[config.mk]
export PLATFORM = sky130hd
export DESIGN_NAME = apa_ram
export DESIGN_NICKNAME = d
export VERILOG_FILES = /design/src/rtl/apa_ram.sv
export SDC_FILE = /design/constraint.sdc
export NUM_CORES = 2
export LEC_CHECK = 0
export BUFFER_PORTS_ARGS = -buffer_cell sky130_fd_sc_hd__buf_2
export CELL_PAD_IN_SITES_DETAIL_PLACEMENT = 2
export CELL_PAD_IN_SITES_GLOBAL_PLACEMENT = 2
export CORE_ASPECT_RATIO = 1.2
export CORE_UTILIZATION = 40
export CTS_CLUSTER_SIZE = 30
export DETAILED_ROUTE_END_ITERATION = 10
export GPL_TIMING_DRIVEN = 1
export PLACE_DENSITY_LB_ADDON = 0.25
export SLEW_MARGIN = 10
export SYNTH_ARGS = -nofsm -noshare
export SYNTH_HDL_FRONTEND = slang
export SYNTH_SLANG_ARGS = --single-unit
[constraint.sdc]
create_clock -name clk -period 2 [get_ports clk]
set_input_delay 0.1 -clock clk [delete_from_list [all_inputs] [get_ports clk]]
set_output_delay 0.1 -clock clk [all_outputs]
set_load 0.01 [all_outputs]
[src/rtl/apa_ram.sv]
`timescale 1ns / 1ps
`default_nettype none
module apa_ram #(
    parameter int WIDTH = 8,
    parameter int DEPTH = 256
) (
    input  wire logic                     clk,
    input  wire logic                     we,
    input  wire logic [$clog2(DEPTH)-1:0] waddr,
    input  wire logic [WIDTH-1:0]         wdata,
    input  wire logic [$clog2(DEPTH)-1:0] raddr,
    output logic      [WIDTH-1:0]         rdata
);
    logic [WIDTH-1:0] mem [DEPTH];

    always_ff @(posedge clk)
    begin
        if (we)
        begin
            mem[waddr] <= wdata;
        end
        rdata <= mem[raddr];
    end
endmodule
`default_nettype wire

Yosys cells after proc, flatten, opt, wreduce, memory -nomap -nowiden
Memories as Yosys holds them, arrays and structs flattened. A register that Yosys moved wholly into a read port is not among the register bits.
Index checks and enable logic that the tools add are counted.

storage, ports and cells
  output and inout bits = 8
  RAM bits = 2048
  word-level logic and storage cells = 3
  bits in registers = 0
  input bits = 26
  memories kept = 1

memory list
  memory  words  bits a word  read ports  clocked after memory_dff  wr ports  RTL line  source
  mem     256    8            1           1                         1         14        logic [WIDTH-1:0] mem [DEPTH];

operators by class
  muxes and demuxes = 2

operators with widths
  operator  number
  $mux W1   2

Logic depth before layout (Yosys ltp)
  word-level depth = 2
  mapped depth = 11
  gate-level depth less buffers = 6

Worst setup path before layout
Ideal clock, no wire load.

  path kind = input to register
  start point = input port raddr[0]
  end point = register rdata[2], read port of mem
  arrival = 1.907 ns
  setup time = 0.131 ns
  stages on the path = 9
  buffers on the path = 4
  data required time = 1.869 ns
  slack = -0.038 ns
  cell sequence = buf_6 -> buf_12 -> buf_8 -> buf_2 -> mux4_2 -> a22oi_1 -> a21oi_1 -> nor4_1 -> nor4_2

RTL lines
  item         RTL line  source
  from (decl)  11        input wire logic [$clog2(DEPTH)-1:0] raddr,
  to (decl)    12        output logic [WIDTH-1:0] rdata

==> metrics.yaml <==
cts:
  numCtsBuffers: 206
  cts.sinks: 2056
  cts_max_path_buffers: 3
  postCtsSetupBuffers: 0
  clk_pin_slew_ns: 0.06
  cts_tree: "built"
  root_buffer: "clkbuf_16"
  h-tree-depth: 4
  clk_latency_ns: 0.87
pwr:
  switchingPower_mw: 20.58
  seq_power_share_pct: 51.7
  p_leak_nw: 31.20
  power_density_mw_per_mm2: 958.8
  peakVddDrop_v: 0.0009328
  swShare_pct: 22.36
  clock_power_share_pct: 42.2
  power_frac_comb_pct: 6.1
  power_mw: 92.03
  p_int_mw: 71.45
global_routing:
  grt_start_max_net_pins: 102
  grt_pass1_wl_mm: 363.0
  grt_pass1_vias: 47066
  grt_use_total_pct: 25.45
  gr-total-overflow: 0
  antenna_found_initial: 9
worst_setup_path:
  crit_path_start: "mem[64][1]"
  end_kind: "flip-flop"
  cp.arrival_ns: 3.17
  cp-start-kind: "flip-flop"
  cp_common_cell: "mux4_2"
  path_cells: "mux4_2 > mux4_2 > nor2b_4 > nor4_4 > buf_6 > nor4_2"
  max_stage_delay_ns: 0.56
  crit_slowest_cell: "mux4_2"
  critPathBufInv: 1
  reg2reg_to: "rdata[1]"
  path_max_fanout: 1
  crit_family: "multiplexers"
  reg2regPathDepth: 6
  r2r-start: "mem[64][1]"
  critPathKind: "reg -> reg"
  critPathRequiredTime_ns: 2.73
  rrSetupSlack_ns: -0.45
timing:
  fin_crit_ns: 2.446
  tightest_slew_ns: 0.8405
  fin_ws_ns: -0.4457
  rsz0062_at_grt: "true"
  finClkSkew_ns: 0.02751
  slew_headroom_pct: 43.54
  report.final.setup_viol: 8
  fmax_mhz: 408.9
  hold_violations: 0
  slew_violations: 0
  finalCritPeriodShare_pct: 122.3
routing:
  top_layer_used: "met5"
  drt_pass1_iterations: 5
  m1WireLength_mm: 99.81
  via_count: 42473
  postRouteAntennaNets: 0
  met2_length_mm: 134.9
  avgRoutedWirePerCell_um: 34.81
  route.detailed.drc: 0
  postRouteWirelength_mm: 254.9
  drt-vias-per-instance: 5.802
  drt_iter0_markers: 3656
  wl_met3_mm: 11.89
yosys:
  ys_ff_latch: 2056
  synth_top_area_share_pct: 77.30
  avgSynthCellArea_um2: 21.31
  seq_area_frac_synth_pct: 77.50
  synthTopCellsByArea: "edfxtp_1, mux4_2, mux2i_1, nor2_1, a22oi_1"
  synth_area_leader_cell: "edfxtp_1"
  syn_nets: 3759
  yosysUniqueCellTypes: 55
  synth_ff_type: "edfxtp_1"
  synth_edf_count: 2048
  ys_warn_count: 0
  synthCells: 3733
  syn-cell-area_mm2: 0.07956
  async_flop_share_pct: 0
hold_path:
  min_path_cells: 4
  worstHoldEndpoint: "mem[204][0]"
  min_from: "waddr[2]"
  hold_path_class: "in -> reg"
final_layout:
  final_nets: 4561
  layout-drive-gt1-share_pct: 34.62
  area_growth_pct: 20.65
  layout.cells.non_filler: 7321
  design_area_mm2: 0.09598
floorplanning:
  die_w_um: 409.1
  core-area_mm2: 0.1969
  die_area_mm2: 0.2007
  die_height_um: 490.5
  initial_core_util_pct: 40.41
  io_pins: 34
  rows: 178
status:
  outcome: "complete, but fails checks"
  violations: "setup timing"
placement:
  dp.final_hpwl_mm: 168.9
  placed_cell_area_mm2: 0.08888
  portBuffers: 33
  post-place-cells: 6928
  place_congestion: 0.8224
flow_run:
  maxCapViolCount: 0
-- how the worst max path moves through the flow --
stage	endpoint	slack [ns]	cells after the start
5_1_grt	rdata[1]	-0.48	6
4_1_cts	rdata[1]	-0.45	6
3_3_place_gp	rdata[5]	-1.26	10
3_5_place_dp	rdata[5]	-1.35	10
6_report	rdata[1]	-0.45	6
2_1_floorplan	rdata[6]	0.002	9
-- area by class of cell --
class | count | area, um^2
Tap cell | 2610 | 3266
Sequential cell | 2056 | 61660
Clock buffer | 262 | 5500
Multi-Input combinational cell | 1442 | 16880
Antenna cell | 3 | 7.507
Fill cell | 17391 | 100900
Inverter | 2 | 7.507
Clock inverter | 119 | 1120
Timing Repair Buffer | 827 | 7543
-- sequential cells by signal, indices dropped and copies added (netlist names) --
name,count
mem,2048
rdata,8
-- timing repair --
item,in CTS,in global routing
pin swaps,19,9
hold endpoints to repair,1569,0
endpoints found under the setup margin,8,8
hold buffers,10,0
resized for setup,57,12
gates cloned,0,0
-- through the flow --
step / hold WS [ns] / utilization (%) / worst slack, ns / TNS, ns
after floorplan: 0.1989 / - / 0.001918 / 0
after global placement: 0.4752 / 45.15 / -1.261 / -9.274
after detailed placement: 0.4843 / 45.15 / -1.350 / -9.652
after CTS: 0.01396 / 48.72 / -0.4542 / -2.661
after global routing: 0.08156 / 48.75 / -0.4821 / -2.705
final: 0.07050 / 48.75 / -0.4457 / -2.465
-- worst reg2reg max path, delay by kind of cell, from the launching register on --
family	cells	cell delay (ns)
DFF	1	0.38
muxes	2	1.06
and+or+nand+nor	3	0.66
buffers and inverters	1	0.21
-- power groups by stage --
| stage | sequential [mW] | combinational (mW) | clock (mW) |
|---|---|---|---|
| 3_3_place_gp | 48.5 | 5.25 | 0 |
| 5_1_grt | 47.6 | 5.81 | 40.8 |
| 3_5_place_dp | 48.5 | 5.47 | 0 |
| 4_1_cts | 47.6 | 5.64 | 39.5 |
| 6_report | 47.6 | 5.59 | 38.8 |
| 2_1_floorplan | 48.5 | 2.32 | 0 |
-- synthesized netlist by cell type (2+ instances only) --
cell          n
edfxtp_1   2048
mux4_2      454
nor2_1      282
mux2i_1     134
a22oi_1     133
clkbuf_1    111
a21oi_1      96
o221ai_1     46
nand3_1      34
nand2_1      33
buf_2        31
nor2b_1      31
o22ai_1      28
buf_4        27
nor4_1       24
buf_1        22
nor3_1       22
buf_6        21
a211oi_1     16
a221oi_1     13
buf_8        13
nand4_1      10
o211ai_1     10
o21ai_0      10
a22o_1        8
buf_12        8
dfxtp_1       8
nand2b_1      8
and2_1        6
o22a_1        5
o32ai_1       4
or2_2         4
nor4_2        3
a2111oi_0     2
a2111oi_1     2
a311oi_1      2
a31oi_1       2
and3b_1       2
mux4_1        2
nand3b_1      2
o21ai_1       2
-- metal layers --
layer,up-vias,track usage [%]
met5,-,0
met4,6,8.502
met3,360,3.375
met2,1364,45.33
met1,23427,31.88
li1,17316,-
-- placed cells by master (no fill, tap or decap), drive strengths merged, types with 6 or more instances in the layout --
cell type,instances
edfxtp,2048
buf,817
mux4,456
nor2,282
clkbuf,262
mux2i,134
a22oi,133
a21oi,96
clkinv,85
o221ai,47
nand3,34
nand2,33
nor2b,31
o22ai,28
nor4,27
nor3,22
bufinv,18
a211oi,16
a221oi,14
o21ai,12
nand4,10
o211ai,10
dlygate4sd3,10
inv,10
nand2b,8
a22o,8
clkinvlp,8
dfxtp,8
and2,6
-- cells by family (layout without fill, tap and decap cells) --
family / count (synthesis) / count (layout) / share of synthesized area [%]
buf+inv: 235 / 1210 / 1.831
simple gates: 466 / 466 / 2.628
other cells: 0 / 3 / 0
flops: 2056 / 2056 / 77.50
compound gates: 385 / 385 / 3.419
mux: 591 / 591 / 14.62
(Power assumes the default switching activity.)
